==> src/rtl/core/secded_pkg.sv <==
package secded_pkg;

   // opcode codes carried in req_tuser
   localparam logic OP_ENCODE = 1'b0;
   localparam logic OP_DECODE = 1'b1;

   localparam int DataWidth = 11;
   localparam int CodeWidth = 16;
   localparam int SynWidth  = 4;

   // code word positions of data bits d0..d10
   localparam logic [3:0] DataPos [DataWidth] = '{
      4'd3, 4'd5, 4'd6, 4'd7, 4'd9, 4'd10, 4'd11, 4'd12, 4'd13, 4'd14, 4'd15
   };

   // decode status codes
   typedef enum logic [1:0] {
      STAT_NONE   = 2'd0,
      STAT_SINGLE = 2'd1,
      STAT_PARITY = 2'd2,
      STAT_DOUBLE = 2'd3
   } status_type;

   // entry stage payload: opcode and the word under work
   typedef struct packed {
      logic                 op;
      logic [CodeWidth-1:0] word;
   } ent_type;

   // syndrome stage payload
   typedef struct packed {
      logic                 op;
      logic [CodeWidth-1:0] word;
      logic [SynWidth-1:0]  syn;
      logic                 par;
   } syn_type;

   // result item, code_out in the lowest bits
   typedef struct packed {
      status_type           status;
      logic [DataWidth-1:0] data_out;
      logic [CodeWidth-1:0] code_out;
   } result_type;

   // spread data bits to their code word positions, parity positions zero
   function automatic logic [CodeWidth-1:0] scatter_data(input logic [DataWidth-1:0] d);
      logic [CodeWidth-1:0] w;
      w = '0;
      for (int k = 0; k < DataWidth; k++) begin
         w[DataPos[k]] = d[k];
      end
      return w;
   endfunction

   // gather data bits from their code word positions
   function automatic logic [DataWidth-1:0] extract_data(input logic [CodeWidth-1:0] w);
      logic [DataWidth-1:0] d;
      d = '0;
      for (int k = 0; k < DataWidth; k++) begin
         d[k] = w[DataPos[k]];
      end
      return d;
   endfunction

   // xor of the indices of all set bits in positions 1..15
   function automatic logic [SynWidth-1:0] syndrome(input logic [CodeWidth-1:0] w);
      logic [SynWidth-1:0] s;
      s = '0;
      for (int i = 1; i < CodeWidth; i++) begin
         if (w[i]) begin
            s = s ^ SynWidth'(i);
         end
      end
      return s;
   endfunction

endpackage

==> src/rtl/core/secded_ent.sv <==
module secded_ent
   import secded_pkg::*;
(
   input  logic                 clock,
   input  logic                 reset,
   input  logic                 up_valid,
   output logic                 up_ready,
   input  logic                 up_op,
   input  logic [DataWidth-1:0] up_data,
   input  logic [CodeWidth-1:0] up_code,
   output logic                 dn_valid,
   input  logic                 dn_ready,
   output ent_type              dn_data
);

   logic    valid_ff;
   logic    valid_in;
   ent_type data_ff;
   ent_type data_in;

   // stage takes a transfer when empty or when its content moves on
   assign up_ready = !valid_ff || dn_ready;
   assign valid_in = up_ready ? up_valid : valid_ff;

   // pick the word: scattered data for encode, received word for decode
   always_comb begin
      data_in.op   = up_op;
      data_in.word = (up_op == OP_ENCODE) ? scatter_data(up_data) : up_code;
   end

   always_ff @(posedge clock) begin
      if (reset) begin
         valid_ff <= 1'b0;
      end else begin
         valid_ff <= valid_in;
      end
   end

   always_ff @(posedge clock) begin
      if (up_ready && up_valid) begin
         data_ff <= data_in;
      end
   end

   assign dn_valid = valid_ff;
   assign dn_data  = data_ff;

endmodule

==> src/rtl/core/secded_syn.sv <==
module secded_syn
   import secded_pkg::*;
(
   input  logic    clock,
   input  logic    reset,
   input  logic    up_valid,
   output logic    up_ready,
   input  ent_type up_data,
   output logic    dn_valid,
   input  logic    dn_ready,
   output syn_type dn_data
);

   logic    valid_ff;
   logic    valid_in;
   syn_type data_ff;
   syn_type data_in;

   assign up_ready = !valid_ff || dn_ready;
   assign valid_in = up_ready ? up_valid : valid_ff;

   // syndrome and overall parity of the word
   always_comb begin
      data_in.op   = up_data.op;
      data_in.word = up_data.word;
      data_in.syn  = syndrome(up_data.word);
      data_in.par  = ^up_data.word;
   end

   always_ff @(posedge clock) begin
      if (reset) begin
         valid_ff <= 1'b0;
      end else begin
         valid_ff <= valid_in;
      end
   end

   always_ff @(posedge clock) begin
      if (up_ready && up_valid) begin
         data_ff <= data_in;
      end
   end

   assign dn_valid = valid_ff;
   assign dn_data  = data_ff;

`ifndef SYNTHESIS
   // an encode word leaves the entry stage with all parity positions clear
   assert property (@(posedge clock) disable iff (reset)
      valid_ff && data_ff.op == OP_ENCODE |->
         !data_ff.word[0] && !data_ff.word[1] && !data_ff.word[2] &&
         !data_ff.word[4] && !data_ff.word[8])
      else $error("encode word has a parity position set before insertion");
`endif

endmodule

==> src/rtl/core/secded_fix.sv <==
module secded_fix
   import secded_pkg::*;
(
   input  logic       clock,
   input  logic       reset,
   input  logic       up_valid,
   output logic       up_ready,
   input  syn_type    up_data,
   output logic       dn_valid,
   input  logic       dn_ready,
   output result_type dn_data
);

   logic                 valid_ff;
   logic                 valid_in;
   result_type           data_ff;
   result_type           data_in;
   logic [CodeWidth-1:0] enc_word;
   logic [CodeWidth-1:0] dec_word;
   status_type           dec_status;

   assign up_ready = !valid_ff || dn_ready;
   assign valid_in = up_ready ? up_valid : valid_ff;

   // encode: drop the syndrome into the parity positions, then overall parity
   always_comb begin
      enc_word    = up_data.word;
      enc_word[1] = up_data.syn[0];
      enc_word[2] = up_data.syn[1];
      enc_word[4] = up_data.syn[2];
      enc_word[8] = up_data.syn[3];
      enc_word[0] = up_data.par ^ (^up_data.syn);
   end

   // decode: correct a single error, flag parity-only and double errors
   always_comb begin
      dec_word   = up_data.word;
      dec_status = STAT_NONE;
      if (up_data.syn == '0) begin
         dec_status = up_data.par ? STAT_PARITY : STAT_NONE;
      end else if (up_data.par) begin
         dec_word   = up_data.word ^ (CodeWidth'(1) << up_data.syn);
         dec_status = STAT_SINGLE;
      end else begin
         dec_status = STAT_DOUBLE;
      end
   end

   // result formatting
   always_comb begin
      if (up_data.op == OP_ENCODE) begin
         data_in.code_out = enc_word;
         data_in.data_out = '0;
         data_in.status   = STAT_NONE;
      end else begin
         data_in.code_out = '0;
         data_in.data_out = extract_data(dec_word);
         data_in.status   = dec_status;
      end
   end

   always_ff @(posedge clock) begin
      if (reset) begin
         valid_ff <= 1'b0;
      end else begin
         valid_ff <= valid_in;
      end
   end

   always_ff @(posedge clock) begin
      if (up_ready && up_valid) begin
         data_ff <= data_in;
      end
   end

   assign dn_valid = valid_ff;
   assign dn_data  = data_ff;

`ifndef SYNTHESIS
   // a non-zero code word out is a proper code word
   assert property (@(posedge clock) disable iff (reset)
      valid_ff && data_ff.code_out != '0 |->
         syndrome(data_ff.code_out) == '0 && !(^data_ff.code_out))
      else $error("encoded word fails its own parity checks");

   // a non-zero code word never travels with decode fields
   assert property (@(posedge clock) disable iff (reset)
      valid_ff && data_ff.code_out != '0 |->
         data_ff.data_out == '0 && data_ff.status == STAT_NONE)
      else $error("encode result carries decode fields");

   // a transfer into a full stage only happens when its content leaves
   assert property (@(posedge clock) disable iff (reset)
      valid_ff && !dn_ready |-> !up_ready)
      else $error("final stage would overwrite a waiting result");
`endif

endmodule

==> src/rtl/core/secded_hamming_16_11_codec.sv <==
// channel  | ports        | tdata bits (low first)                 | tuser
// req      | req_t*       | data_in[10:0], code_in[26:11], zeros   | opcode
// rsp      | rsp_t*       | code_out[15:0], data_out[26:16],       | -
//          |              | status[28:27], zeros                   |
//
// three register stages: word build, syndrome and parity, correction/insert
// one item a cycle while rsp_tready stays high; a req transfer passes the
// entry, syndrome and output registers in turn before rsp_tvalid rises
// each stage is freed as its content moves on, so a stall only backs up
// the stages behind a held result; nothing is dropped or repeated
// synchronous active-high reset clears only the stage valid bits
module secded_hamming_16_11_codec
   import secded_pkg::*;
(
   input  logic        clock,
   input  logic        reset,
   input  logic        req_tvalid,
   output logic        req_tready,
   input  logic [31:0] req_tdata,  // data_in[10:0], code_in[26:11], zero fill
   input  logic        req_tuser,  // opcode
   output logic        rsp_tvalid,
   input  logic        rsp_tready,
   output logic [31:0] rsp_tdata   // code_out[15:0], data_out[26:16], status[28:27]
);

   logic       ent_valid;
   logic       ent_ready;
   ent_type    ent_data;
   logic       syn_valid;
   logic       syn_ready;
   syn_type    syn_data;
   result_type res_data;

   // word build stage
   secded_ent u_ent (
      .clock    (clock),
      .reset    (reset),
      .up_valid (req_tvalid),
      .up_ready (req_tready),
      .up_op    (req_tuser),
      .up_data  (req_tdata[10:0]),
      .up_code  (req_tdata[26:11]),
      .dn_valid (ent_valid),
      .dn_ready (ent_ready),
      .dn_data  (ent_data)
   );

   // syndrome stage
   secded_syn u_syn (
      .clock    (clock),
      .reset    (reset),
      .up_valid (ent_valid),
      .up_ready (ent_ready),
      .up_data  (ent_data),
      .dn_valid (syn_valid),
      .dn_ready (syn_ready),
      .dn_data  (syn_data)
   );

   // correction and output register stage
   secded_fix u_fix (
      .clock    (clock),
      .reset    (reset),
      .up_valid (syn_valid),
      .up_ready (syn_ready),
      .up_data  (syn_data),
      .dn_valid (rsp_tvalid),
      .dn_ready (rsp_tready),
      .dn_data  (res_data)
   );

   assign rsp_tdata = {3'b000, res_data};

endmodule
==> config.mk <==
export PLATFORM = sky130hd
export DESIGN_NAME = secded_hamming_16_11_codec
export DESIGN_NICKNAME = d
export VERILOG_FILES = /design/src/rtl/core/secded_pkg.sv /design/src/rtl/core/secded_ent.sv /design/src/rtl/core/secded_syn.sv /design/src/rtl/core/secded_fix.sv /design/src/rtl/core/secded_hamming_16_11_codec.sv
export SDC_FILE = /design/constraint.sdc
export NUM_CORES = 1
export LEC_CHECK = 0
export ABC_CLOCK_PERIOD_IN_PS = 2000
export BUFFER_PORTS_ARGS = -buffer_cell sky130_fd_sc_hd__buf_2
export CELL_PAD_IN_SITES_DETAIL_PLACEMENT = 1
export CELL_PAD_IN_SITES_GLOBAL_PLACEMENT = 2
export CORE_MARGIN = 2
export CORE_UTILIZATION = 32
export DETAILED_ROUTE_END_ITERATION = 10
export PLACE_DENSITY = 0.75
export RECOVER_POWER = 100
export SYNTH_ARGS = -nofsm -noshare
export SYNTH_HDL_FRONTEND = slang
export SYNTH_SLANG_ARGS = --single-unit
==> constraint.sdc <==
create_clock -name clock -period 2 [get_ports clock]
set_input_delay 0.1 -clock clock [delete_from_list [all_inputs] [get_ports clock]]
set_output_delay 0.1 -clock clock [all_outputs]
set_load 0.005 [all_outputs]
## Word level (Yosys, flattened, before mapping)

Cells that the tools add are included.

- Register bits: 71
- Bits of input ports: 37

- Shift-type cells: 1
- Multiplexer cells: 21
- Bitwise gates (word level): 16
- Reduce and logical (&&, ||, !) cells: 12

Operators by type and width:

| operator | number |
|---|---|
| $mux 16 | 3 |
| $mux 4 | 8 |
| $reduce_xor 16->1 | 1 |
| $shl 1x4->16 const A | 1 |
| $xor 16x16->16 | 1 |
| $mux 3 | 4 |
| $not 2->2 | 6 |
| $not 3->3 | 4 |
| $mux 2 | 5 |
| $logic_not 4->1 | 1 |
| $not 4->4 | 1 |
| $reduce_xor 4->1 | 1 |
| $logic_and 1x1->1 | 3 |
| $logic_not 1->1 | 3 |
| $logic_or 1x1->1 | 3 |
| $not 1->1 const A | 3 |
| $mux 1 | 1 |
| $xor 1x1->1 | 1 |

## Logic depth before layout (Yosys ltp)

Gate-level depths: netlist (run 1).

- Word-level depth: 26
- Gate-level depth with buffers: 7
- Mapped depth without buffers: 6

## Cells and area by module

Synthesis (run 1) repeated with hierarchy kept, for this count alone.

- Cell total of the unflattened synthesis: 215
- Area, all modules: 3180.6 um2

Modules (own cells, without submodules):

| module | times used | cells an instance | area each (um2) |
|---|---|---|---|
| secded_fix | 1 | 117 | 1457.6 |
| secded_syn | 1 | 54 | 938.4 |
| secded_ent | 1 | 40 | 758.2 |
| secded_hamming_16_11_codec | 1 | 4 | 26.3 |

## Worst setup path after synthesis (run 1)

No wires, ideal clock.

- Path type: flip-flop to flip-flop
- From: reg u_fix.valid_ff (netlist: u_fix.dn_valid)
- To: reg u_fix.data_ff, in the netlist u_fix.dn_data[0], enable pin
- Setup time: 0.418 ns
- Arrival time: 1.802 ns
- Data required time: 1.582 ns
- Path slack: -0.221 ns
- Cell stages (with the launch flop): 3
- Clock period less this slack: 2.221 ns
- Cells stage by stage: dfxtp_1 > nor2b_1 > nor2b_1

- Longest elaborated chain between the ends: 3

Ends and longest elaborated chain:

| element | RTL line | source |
|---|---|---|
| start, declared | secded_fix.sv:14 | `logic valid_ff;` |
| start signal, assigned | secded_fix.sv:66 | `valid_ff <= valid_in;` |
| $logic_not 1->1 | secded_fix.sv:22 | `assign up_ready = !valid_ff \|\| dn_ready;` |
| $logic_or 1x1->1 | secded_fix.sv:22 |  |
| $logic_and 1x1->1 | secded_fix.sv:71 | `if (up_ready && up_valid) begin` |
| end signal, assigned | secded_fix.sv:72 | `data_ff <= data_in;` |
| end, declared | secded_fix.sv:16 | `result_type data_ff;` |

No other way between the ends.
A chain may end at the register's enable or synchronous reset.

## Final worst setup path (run 1)

- From: reg u_syn.data_ff, in the netlist u_syn.dn_data[3]
- To: reg u_fix.data_ff, in the netlist u_fix.dn_data[25] (data pin)

- Longest elaborated chain between the ends: 4
- Elaborated cells between the ends (all ways): 5

Ends and longest elaborated chain:

| element | RTL line | source |
|---|---|---|
| start, declared | secded_syn.sv:16 | `syn_type data_ff;` |
| start signal, assigned | secded_syn.sv:40 | `data_ff <= data_in;` |
| $shl 1x4->16 | secded_fix.sv:42 | `dec_word = up_data.word ^ (CodeWidth'(1) << up_data.syn);` |
| $xor 16x16->16 | secded_fix.sv:42 |  |
| $mux 16 | secded_fix.sv:41 | `end else if (up_data.par) begin` |
| $mux 16 (*) | secded_fix.sv:39 | `if (up_data.syn == '0) begin` |

Mark *: on every way between the ends. The rest lies on a longest branch, timed or not.

==> results.md, run 1 <==
- Status: complete, no violations
- Fin. Hold Viols: 0
- Tmin final: 1.85 ns
- Gr usage total: 0.106
- Wire per inst: about 13 µm
- Port Buffers: 62
- Top cells by area, synth: edfxtp_1 64%, xnor2_1 7.2%, mux2_2 4.2%
- Power Total: roughly 3400 µW
- Setup Crit Path Kind: reg -> reg
- Initial antenna violation count: 0
- Post-synthesis async set-or-reset flop share: 0
- Post-synth EDFFs: 63
- Vias in the first global route: 1746
- YS warnings: 0
- Fmax: 0.540 GHz
- DR pass1 iterations: 4
- Slew Viols, Final: 0
- Worst Skew: 0.00650 ns
- Unrepaired setup endpoints after global routing: false
- Total Neg Setup Slack: 0 ns
- First-pass GRT wire length: between 8 and 9 mm
- Synth area leader: edfxtp_1
- Synth-to-Final Area Change: 21.4%
- Core Rows: 34
- Worst Slack Setup Final: 0.147 ns
- DRC: 0
- Initial DRC count: 17
- Max-slew headroom: 0.366
- Dominant cell by count in the synthesized netlist: edfxtp_1
- Clock Sinks: 66
- Final WL: 4.86 mm
- Die ar.: 9960 µm²
- Crit. End Element: flip-flop
- DP Wirelength: 3.63 mm
- Hold Path Class: in -> reg
- Via Count: 1652
- Worst EP required: about 2.1 ns
- Net Sw Power: 816 µW
- RePlAce Congestion: 0.685
- Switch share: 0.238
- Clock power share: 0.326
- # setup viols final: 0
- Layout Nets: approximately 310
- Number of vias per cell: about 4.3
- Share of cells above drive strength 1: 0.292
- Die width: 99.8 µm
- Leak pwr: 0.00133 µW
- Largest net degree at the start of global routing: 30
- Worst-path fanout max: 5
- Top cell type's share of synthesized area: 0.644
- Ys flop type: edfxtp_1
- Starting density of the core: 0.333
- TritonCTS clock tree: built
- Arrival @ worst endpoint: a little under 2 ns
- Buffer count from post-CTS setup fixing: 0
- GR Overflow Total: 0
- Cell area after synthesis: between 2000 and 3000 µm²
- Register area share after synthesis: 0.665
- Cells after Synth: 202
- Die Ht: 99.8 µm
- Core Footprint: 8810 µm²
- Synth Register Bits: 66
- Synthesized area per cell: 14.5 µm²
- Period utilization: 0.927
- Place WS: 0.147 ns
- H-tree Lvls: 3
- Most frequent cells after synthesis: 63 x edfxtp_1, 24 x xnor2_1, 16 x and2_1
- Internal power: 2610 µW
- Max Cap Viol: 0
- Synth cell types: 27
- CTS Buf Count: 9
- Clock slew at reported path FFs: approximately 0.07 ns
- Power Density: between 900 and 1000 nW/µm²
- Max Root-Sink Buffers: 2
- VDD IR max: 336 µV
- Slew @ Worst Pin: about 0.95 ns
- Clk_lat worst skew: 0.33 ns
- I/O Pins: 71
- # diodes: 0
- Clock Tree Root: clkbuf_8
- Critical Path Source Type: flip-flop
- Seq pwr share: 0.506
- Antenna-violating nets left: 0
- Comb pwr share: 0.168
[layout make-up]
| class | instances | area (µm²) |
|---|---|---|
| clock buffer | 14 | 163 |
| multi-input combinational | 123 | 931 |
| inverter | 5 | 18.8 |
| timing repair buffer | 67 | 330 |
| clock inverter | 2 | 35.0 |
| fill | 949 | 5240 |
| tap | 108 | 135 |
| sequential | 66 | 1950 |
[sequential cells by signal (all words and copies together) (netlist names)]
| signal | flops |
|---|---|
| u_ent.dn_data | 17 |
| u_ent.dn_valid | 1 |
| u_fix.dn_data | 29 |
| u_fix.dn_valid | 1 |
| u_syn.dn_data | 17 |
| u_syn.dn_valid | 1 |
[layer usage]
| metal | global-route usage | wire (µm) | vias to the layer above |
|---|---|---|---|
| met5 | 0 | 0 | - |
| met4 | 0.0569 | 86 | 0 |
| met3 | 0.0279 | 263 | 7 |
| met2 | 0.175 | 2310 | 52 |
| met1 | 0.127 | 2190 | 756 |
| li1 | - | - | 837 |
[through the flow]
stage	cells	hold slack, ns	util	cell area, µm²
2_1_floorplan	204	0.169	-	2950
3_3_place_gp	368	0.295	0.383	3380
3_5_place_dp	368	0.301	0.383	3380
4_1_cts	385	0.0208	0.407	3580
5_1_grt	385	0.0533	0.405	3560
6_report	385	0.0337	0.405	3560
[power by group through the flow]
stage               clock, µW  sequential (µW)  combinational (µW)
floorplan                   0             1740                 452
global placement            0             1760                 570
detailed placement          0             1770                 584
CTS                      1150             1730                 595
global route             1190             1750                 648
finish                   1110             1730                 576
[kinds of logic after synthesis]
family	Yosys count	synth area share
buffers and inverters	15	0.0239
multiplexers	11	0.0422
XOR/XNOR	39	0.121
other	1	0.00128
AO/OA/AOI/OAI	7	0.0166
flip-flops	66	0.665
AND/OR/NAND/NOR	58	0.109
adder cells (fa/ha/maj)	5	0.0213
[final timing paths]
| path | slack (ns) | startpoint | cells after the start | to |
|---|---|---|---|---|
| min reg2reg | 0.43 | u_ent.dn_data[16] | 0 | u_syn.dn_data[21] |
| max | 0.15 | u_syn.dn_data[3] | 6 | u_fix.dn_data[25] |
| min | 0.03 | req_tvalid | 3 | u_ent.dn_valid |
| max reg2reg | 0.15 | u_syn.dn_data[3] | 6 | u_fix.dn_data[25] |
[timing repair]
action | CTS | global route
hold endpoints to repair | 3 | 0
hold buffers | 1 | 0
resized for setup | 0 | 0
[critical path: stages, from the launching register on]
cell and delay [ns]:
edfxtp_1 0.37, inv_1 0.09, ha_1 0.26, a21boi_0 0.40
nand4_1 0.18, xnor2_1 0.15, and2_0 0.15
[placed cells by master, fill, tap and decap left out, drive strengths merged, types with 6 or more instances in the layout]
master	netlist	routed
xnor2	24	24
buf	5	52
nor2	8	8
clkbuf	5	28
xor2	14	14
edfxtp	63	63
nor3	6	6
nor2b	13	13
nand2	7	7
and2	16	16
mux2	11	11
No activity file was read; power rests on OpenSTA's default activity.
==> inputs of run 2 (changes only) <==
==> constraint.sdc (replaced) <==
create_clock -name clock -period 2 [get_ports clock]
set_input_delay 0.2 -clock clock [delete_from_list [all_inputs] [get_ports clock]]
set_output_delay 0.2 -clock clock [all_outputs]
set_load 0.005 [all_outputs]
==> results.md, run 2 (synthesis gave the netlist of run 1 again) <==
- Period utilization: 0.894 (-0.0328)
- # setup viols final: 0 (unchanged)
- Gr usage total: 0.105 (-0.000689)
- First-pass GRT wire length: 8.02 mm (-1.8%)
- Critical path, cell by cell: inv_1, ha_1, a21bo_2, nor3_1, xor2_1, and2_0
- Layout Nets: 313 (-0.32%)
- Slowest stage cell, crit path: edfxtp_1
- Bufs and invs on worst path: 1 (unchanged)
- Fill count: 941 (-0.84%)
- Final WL: 4.74 mm (-2.4%)
- Setup Crit Path Kind: reg -> reg
- Buffer count from post-CTS setup fixing: 0 (unchanged)
- Vias in the first global route: 1714 (-1.8%)
- Max-slew headroom: 0.359 (-0.00744)
- Core Rows: 34 (unchanged)
- Die width: 99.8 µm (unchanged)
- R2R Path Start: u_syn.dn_data[1]
- Clk_lat worst skew: 0.33 ns (about the same)
- Max Cap Viol: 0 (unchanged)
- CP endpoint: u_fix.dn_data[21]
- GR Overflow Total: 0 (unchanged)
- Worst reg2reg setup slack: 0.21 ns (+0.07 ns)
- Port Buffers: 62 (unchanged)
- Post_cts resized: 0 (unchanged)
- Slew @ Worst Pin: 0.959 ns (+0.0111 ns)
- Status: complete, no violations
- Critical Path Source Type: flip-flop
- RePlAce Congestion: 0.698 (+2.0%)
- Critical Path Source: u_syn.dn_data[1]
- Worst Skew: 0.00643 ns (-0.0000663 ns)
- Max reg flops: 29 (unchanged)
- Initial antenna violation count: 0 (unchanged)
- Crit. End Element: flip-flop
- Synth-to-Final Area Change: 20.5%
- Hold Path Class: in -> reg
- Initial DRC count: 8 (-9)
- TritonCTS clock tree: built
- Die ar.: 9960 µm² (unchanged)
- Clock Sinks: 66 (unchanged)
- Post-DP Area: 3380 µm² (unchanged)
- Power Density: 940 nW/µm² (-2.1%)
- CP Depth: 6 (unchanged)
- Final hold slack: 0.0508 ns (+0.0171 ns)
- Via Count: 1628 (-1.5%)
- Place WS: 0.143 ns (-0.00395 ns)
- Wire per inst: 12.3 µm (-2.1%)
- H-tree Lvls: 3 (unchanged)
- Biggest cell delay along the critical path: 0.39 ns (about the same)
- Tmin final: 1.79 ns (-0.0657 ns)
- CTS Hold Bufs: 0 (-1)
- Unrepaired setup endpoints after global routing: false
- Core Footprint: 8810 µm² (unchanged)
- Area occupied by multi-input gates: 931 µm² (unchanged)
- Reg area: 1950 µm² (unchanged)
- Number of vias per cell: 4.24 (-1.2%)
- Starting density of the core: 0.333 (unchanged)
- Worst Slack Setup Final: 0.212 ns (+0.0657 ns)
- Fin. Hold Viols: 0 (unchanged)
- Worst-path fanout max: 7 (+2)
- Arrival @ worst endpoint: 1.86 ns (-0.07 ns)
- Path depth of the worst reg2reg path: 6 (unchanged)
- Total Neg Setup Slack: 0 ns (unchanged)
- Fmax: 0.559 GHz (+3.7%)
- DRC: 0 (unchanged)
- Die Ht: 99.8 µm (unchanged)
- Most frequent cells in the layout: 63 x edfxtp_1, 51 x buf_2, 24 x xnor2_1, 15 x clkbuf_1, 14 x xor2_1
- VDD IR max: 265 µV (-21%)
- Clock slew at reported path FFs: 0.07 ns (about the same)
- Delay-heaviest family, CP: simple AND/OR/NAND/NOR gates
- Share of cells above drive strength 1: 0.293 (+0.00106)
- Most common cell after layout, fill and taps aside: edfxtp_1
- Worst EP required: 2.08 ns (about the same)
- R2R Path End: u_fix.dn_data[21]
- DR pass1 iterations: 5 (+1)
- Leak pwr: 0.00132 µW (-0.88%)
- Largest net degree at the start of global routing: 30 (unchanged)
- Max Root-Sink Buffers: 2 (unchanged)
- Final core utilization: 0.402 (-0.00313)
- DP Wirelength: 3.56 mm (-1.7%)
- Clock Tree Root: clkbuf_8
- Antenna-violating nets left: 0 (unchanged)
- I/O Pins: 71 (unchanged)
- CTS Buf Count: 9 (unchanged)
- Slew Viols, Final: 0 (unchanged)
- Design Area, Final: 3540 µm² (-0.77%)
- # diodes: 0 (unchanged)
==> run 2: worst min-delay path by stage <==
stage | start | endpoint | depth (start not counted)
final | reset | u_ent.dn_valid | 2
after global routing | reset | u_syn.dn_valid | 2
after CTS | reset | u_fix.dn_valid | 2
after detailed placement | reset | u_fix.dn_valid | 2
after global placement | reset | u_ent.dn_valid | 2
after floorplan | reset | u_ent.dn_valid | 1
==> run 2: power breakdown <==
part	leakage [µW]	internal (µW)	switching, µW	total [µW]
Combinational	0.000607	300	268	568
Clock	0.0000914	574	452	1030
Sequential	0.000620	1660	70.7	1730
==> run 2: per-stage QoR <==
step / instances / total power [µW]
2_1_floorplan: 204 / 2190
5_1_grt: 384 / 3510
6_report: 384 / 3330
3_3_place_gp: 368 / 2330
3_5_place_dp: 368 / 2350
4_1_cts: 384 / 3390
==> run 2: final cells by class <==
| cell class | instances | share of cell area |
|---|---|---|
| Clock buffer | 13 | 0.0393 |
| Clock inverter | 3 | 0.0113 |
| Inverter | 5 | 0.00531 |
| Multi-Input combinational cell | 123 | 0.263 |
| Sequential cell | 66 | 0.552 |
| Tap cell | 108 | 0.0382 |
| Timing Repair Buffer | 66 | 0.0909 |
==> run 2: per-layer routing <==
metal / part of all wire / global-route usage / vias up
met1: 0.44 / 0.122 / 731
met3: 0.063 / 0.0376 / 8
met5: 0 / 0 / -
met4: 0.019 / 0.0506 / 0
li1: - / - / 837
met2: 0.47 / 0.173 / 52
==> inputs of run 3 (changes only) <==
--- a/config.mk
+++ b/config.mk
@@ -5,7 +5,7 @@
 export SDC_FILE = /design/constraint.sdc
 export NUM_CORES = 1
 export LEC_CHECK = 0
-export ABC_CLOCK_PERIOD_IN_PS = 2000
+export ABC_CLOCK_PERIOD_IN_PS = 1600
 export BUFFER_PORTS_ARGS = -buffer_cell sky130_fd_sc_hd__buf_2
 export CELL_PAD_IN_SITES_DETAIL_PLACEMENT = 1
 export CELL_PAD_IN_SITES_GLOBAL_PLACEMENT = 2
==> constraint.sdc (replaced) <==
create_clock -name clock -period 1.6 [get_ports clock]
set_input_delay 0.16 -clock clock [delete_from_list [all_inputs] [get_ports clock]]
set_output_delay 0.16 -clock clock [all_outputs]
set_load 0.005 [all_outputs]
==> results.md, run 3 (synthesis gave the netlist of run 1 again) <==
- Biggest cell delay along the critical path: 0.38 ns (about the same)
- Tmin final: 1.58 ns (-0.208 ns)
- Clk_lat worst skew: 0.35 ns (+0.02 ns)
- VDD IR max: 392 µV (+48%)
- Worst-path fanout max: 7 (unchanged)
- Period utilization: 0.987 (+0.0933)
- Worst Skew: 0.0102 ns (+0.00378 ns)
- Clock Tree Root: clkbuf_8
- Max Cap Viol: 0 (unchanged)
- Layout Nets: 335 (+7.0%)
- I/O Pins: 71 (unchanged)
- Critical Path Source Type: flip-flop
- Starting density of the core: 0.333 (unchanged)
- R2R Path End: u_fix.dn_data[21]
- Max-slew headroom: 0.488 (+0.129)
- Hold Path Class: in -> reg
- Max reg flops: 29 (unchanged)
- Share of cells above drive strength 1: 0.399 (+0.106)
- Critical Path Source: u_syn.dn_data[1]
- Power Density: 1190 nW/µm² (+26%)
- Arrival @ worst endpoint: 1.68 ns (-0.18 ns)
- Slowest stage cell, crit path: edfxtp_1
- DRC: 0 (unchanged)
- Synth-to-Final Area Change: 31.8%
- TritonCTS clock tree: built
- Most frequent cells in the layout: 63 x edfxtp_1, 52 x buf_2, 21 x xnor2_1, 20 x clkbuf_1, 14 x xor2_1
- DP Wirelength: 3.89 mm (+9.0%)
- Post-DP Area: 3590 µm² (+6.3%)
- Unrepaired setup endpoints after global routing: true
- R2R Path Start: u_syn.dn_data[1]
- Slew @ Worst Pin: 0.768 ns (-0.191 ns)
- Vias in the first global route: 1819 (+6.1%)
- Worst reg2reg setup slack: 0.02 ns (-0.19 ns)
- H-tree Lvls: 3 (unchanged)
- DR pass1 iterations: 4 (-1)
- CTS Buf Count: 9 (unchanged)
- Critical path, cell by cell: inv_2, ha_4, a21bo_4, nor3_2, xor2_1, and2_1
- Placed Cells: 387 (+5.2%)
- Clock Sinks: 66 (unchanged)
- Initial antenna violation count: 0 (unchanged)
- Initial DRC count: 18 (+10)
- Fill count: 908 (-3.5%)
- # diodes: 0 (unchanged)
- # setup viols final: 0 (unchanged)
- RePlAce Congestion: 0.733 (+5.0%)
- Crit. End Element: flip-flop
- Power Total: 4600 µW (+38%)
- Final WL: 5.34 mm (+13%)
- Status: complete, no violations
- GR Overflow Total: 0 (unchanged)
- Core Footprint: 8810 µm² (unchanged)
- Number of vias per cell: 4.32 (+1.9%)
- Worst EP required: 1.70 ns (-0.38 ns)
- Leak pwr: 0.00146 µW (+11%)
- Fin. Hold Viols: 0 (unchanged)
- Fmax: 0.633 GHz (+13%)
- Gr usage total: 0.113 (+0.00829)
- Max Root-Sink Buffers: 2 (unchanged)
- Core Rows: 34 (unchanged)
- Clock slew at reported path FFs: 0.06 ns (about the same)
- First-pass GRT wire length: 8.49 mm (+5.8%)
- Die Ht: 99.8 µm (unchanged)
- Layout Cells excl Fill: 406 (+5.7%)
- Slew Viols, Final: 0 (unchanged)
- Antenna-violating nets left: 0 (unchanged)
- Largest net degree at the start of global routing: 30 (unchanged)
- Path depth of the worst reg2reg path: 6 (unchanged)
- Most common cell after layout, fill and taps aside: edfxtp_1
- CP endpoint: u_fix.dn_data[21]
- Die width: 99.8 µm (unchanged)
- Design Area, Final: 3870 µm² (+9.4%)
- Die ar.: 9960 µm² (unchanged)
- Wire per inst: 13.2 µm (+6.6%)
- Setup Crit Path Kind: reg -> reg
- Port Buffers: 62 (unchanged)
- Via Count: 1754 (+7.7%)
-- run 3: changes by cell type in the layout (fill, tap and decap cells not counted), sizes merged --
cell         change
buf             +11
clkbuf          +11
clkinv           -1
dlygate4sd3      +1
-- run 3: through the flow --
| step | hold slack (ns) | TNS (ns) | setup WS [ns] | util |
|---|---|---|---|---|
| floorplan | 0.229 | -2.83 | -0.0970 | - |
| detailed placement | 0.358 | -0.328 | -0.0654 | 0.408 |
| global route | 0.0964 | -0.182 | -0.0464 | 0.439 |
| finish | 0.100 | 0 | 0.0206 | 0.439 |
| global placement | 0.355 | 0 | 0.000607 | 0.408 |
| CTS | 0.0854 | 0 | 0.00580 | 0.436 |
-- run 3: timing repair --
action / 4_1_cts / 5_1_grt
hold endpoints to repair: 3 / 0
endpoints found under the setup margin: 10 / 12
gates resized for setup: 4 / 19
hold buffers: 1 / 0
buffers inserted: 0 / 2
pin swaps: 1 / 9
-- run 3: routing by layer --
layer  routed length [µm]  GRT usage  vias up  part of all wire
li1                     -          -      877                 -
met1                 2300      0.130      817              0.43
met2                 2650      0.188       51              0.50
met3                  243     0.0299        9             0.046
met4                  140     0.0727        0             0.026
met5                    0          0        -                 0
-- run 3: area by class of cell --
cell class              instances  area [µm²]  area share
repair buffers                 88         458       0.118
well taps                     108         135      0.0349
flip-flops and latches         66        1950       0.504
clock inverters                 2        35.0     0.00905
clock buffers                  14         173      0.0446
multi-input cells             123        1100       0.284
inverters                       5        18.8     0.00485
-- run 3: critical path: cells and delay by family, from the launching register on --
| kind | cells | cell delay [ns] |
|---|---|---|
| compound gates | 1 | 0.29 |
| xor+xnor | 1 | 0.09 |
| fa+ha+maj | 1 | 0.18 |
| buf+inv | 1 | 0.07 |
| flops | 1 | 0.38 |
| simple gates | 2 | 0.33 |
-- run 3: worst min path at each step --
stage / from / endpoint / cells after the start
floorplan: reset / u_ent.dn_valid / 1
global placement: reset / u_ent.dn_valid / 2
detailed placement: reset / u_syn.dn_valid / 2
CTS: req_tdata[13] / u_ent.dn_data[2] / 2
global route: req_tdata[19] / u_ent.dn_data[8] / 2
finish: req_tdata[13] / u_ent.dn_data[2] / 2
-- run 3: power by group --
group,internal (µW),switching (µW),total (µW)
Clock,846,589,1440
Combinational,521,484,1010
Sequential,2080,82.5,2160
Total,3440,1160,4600
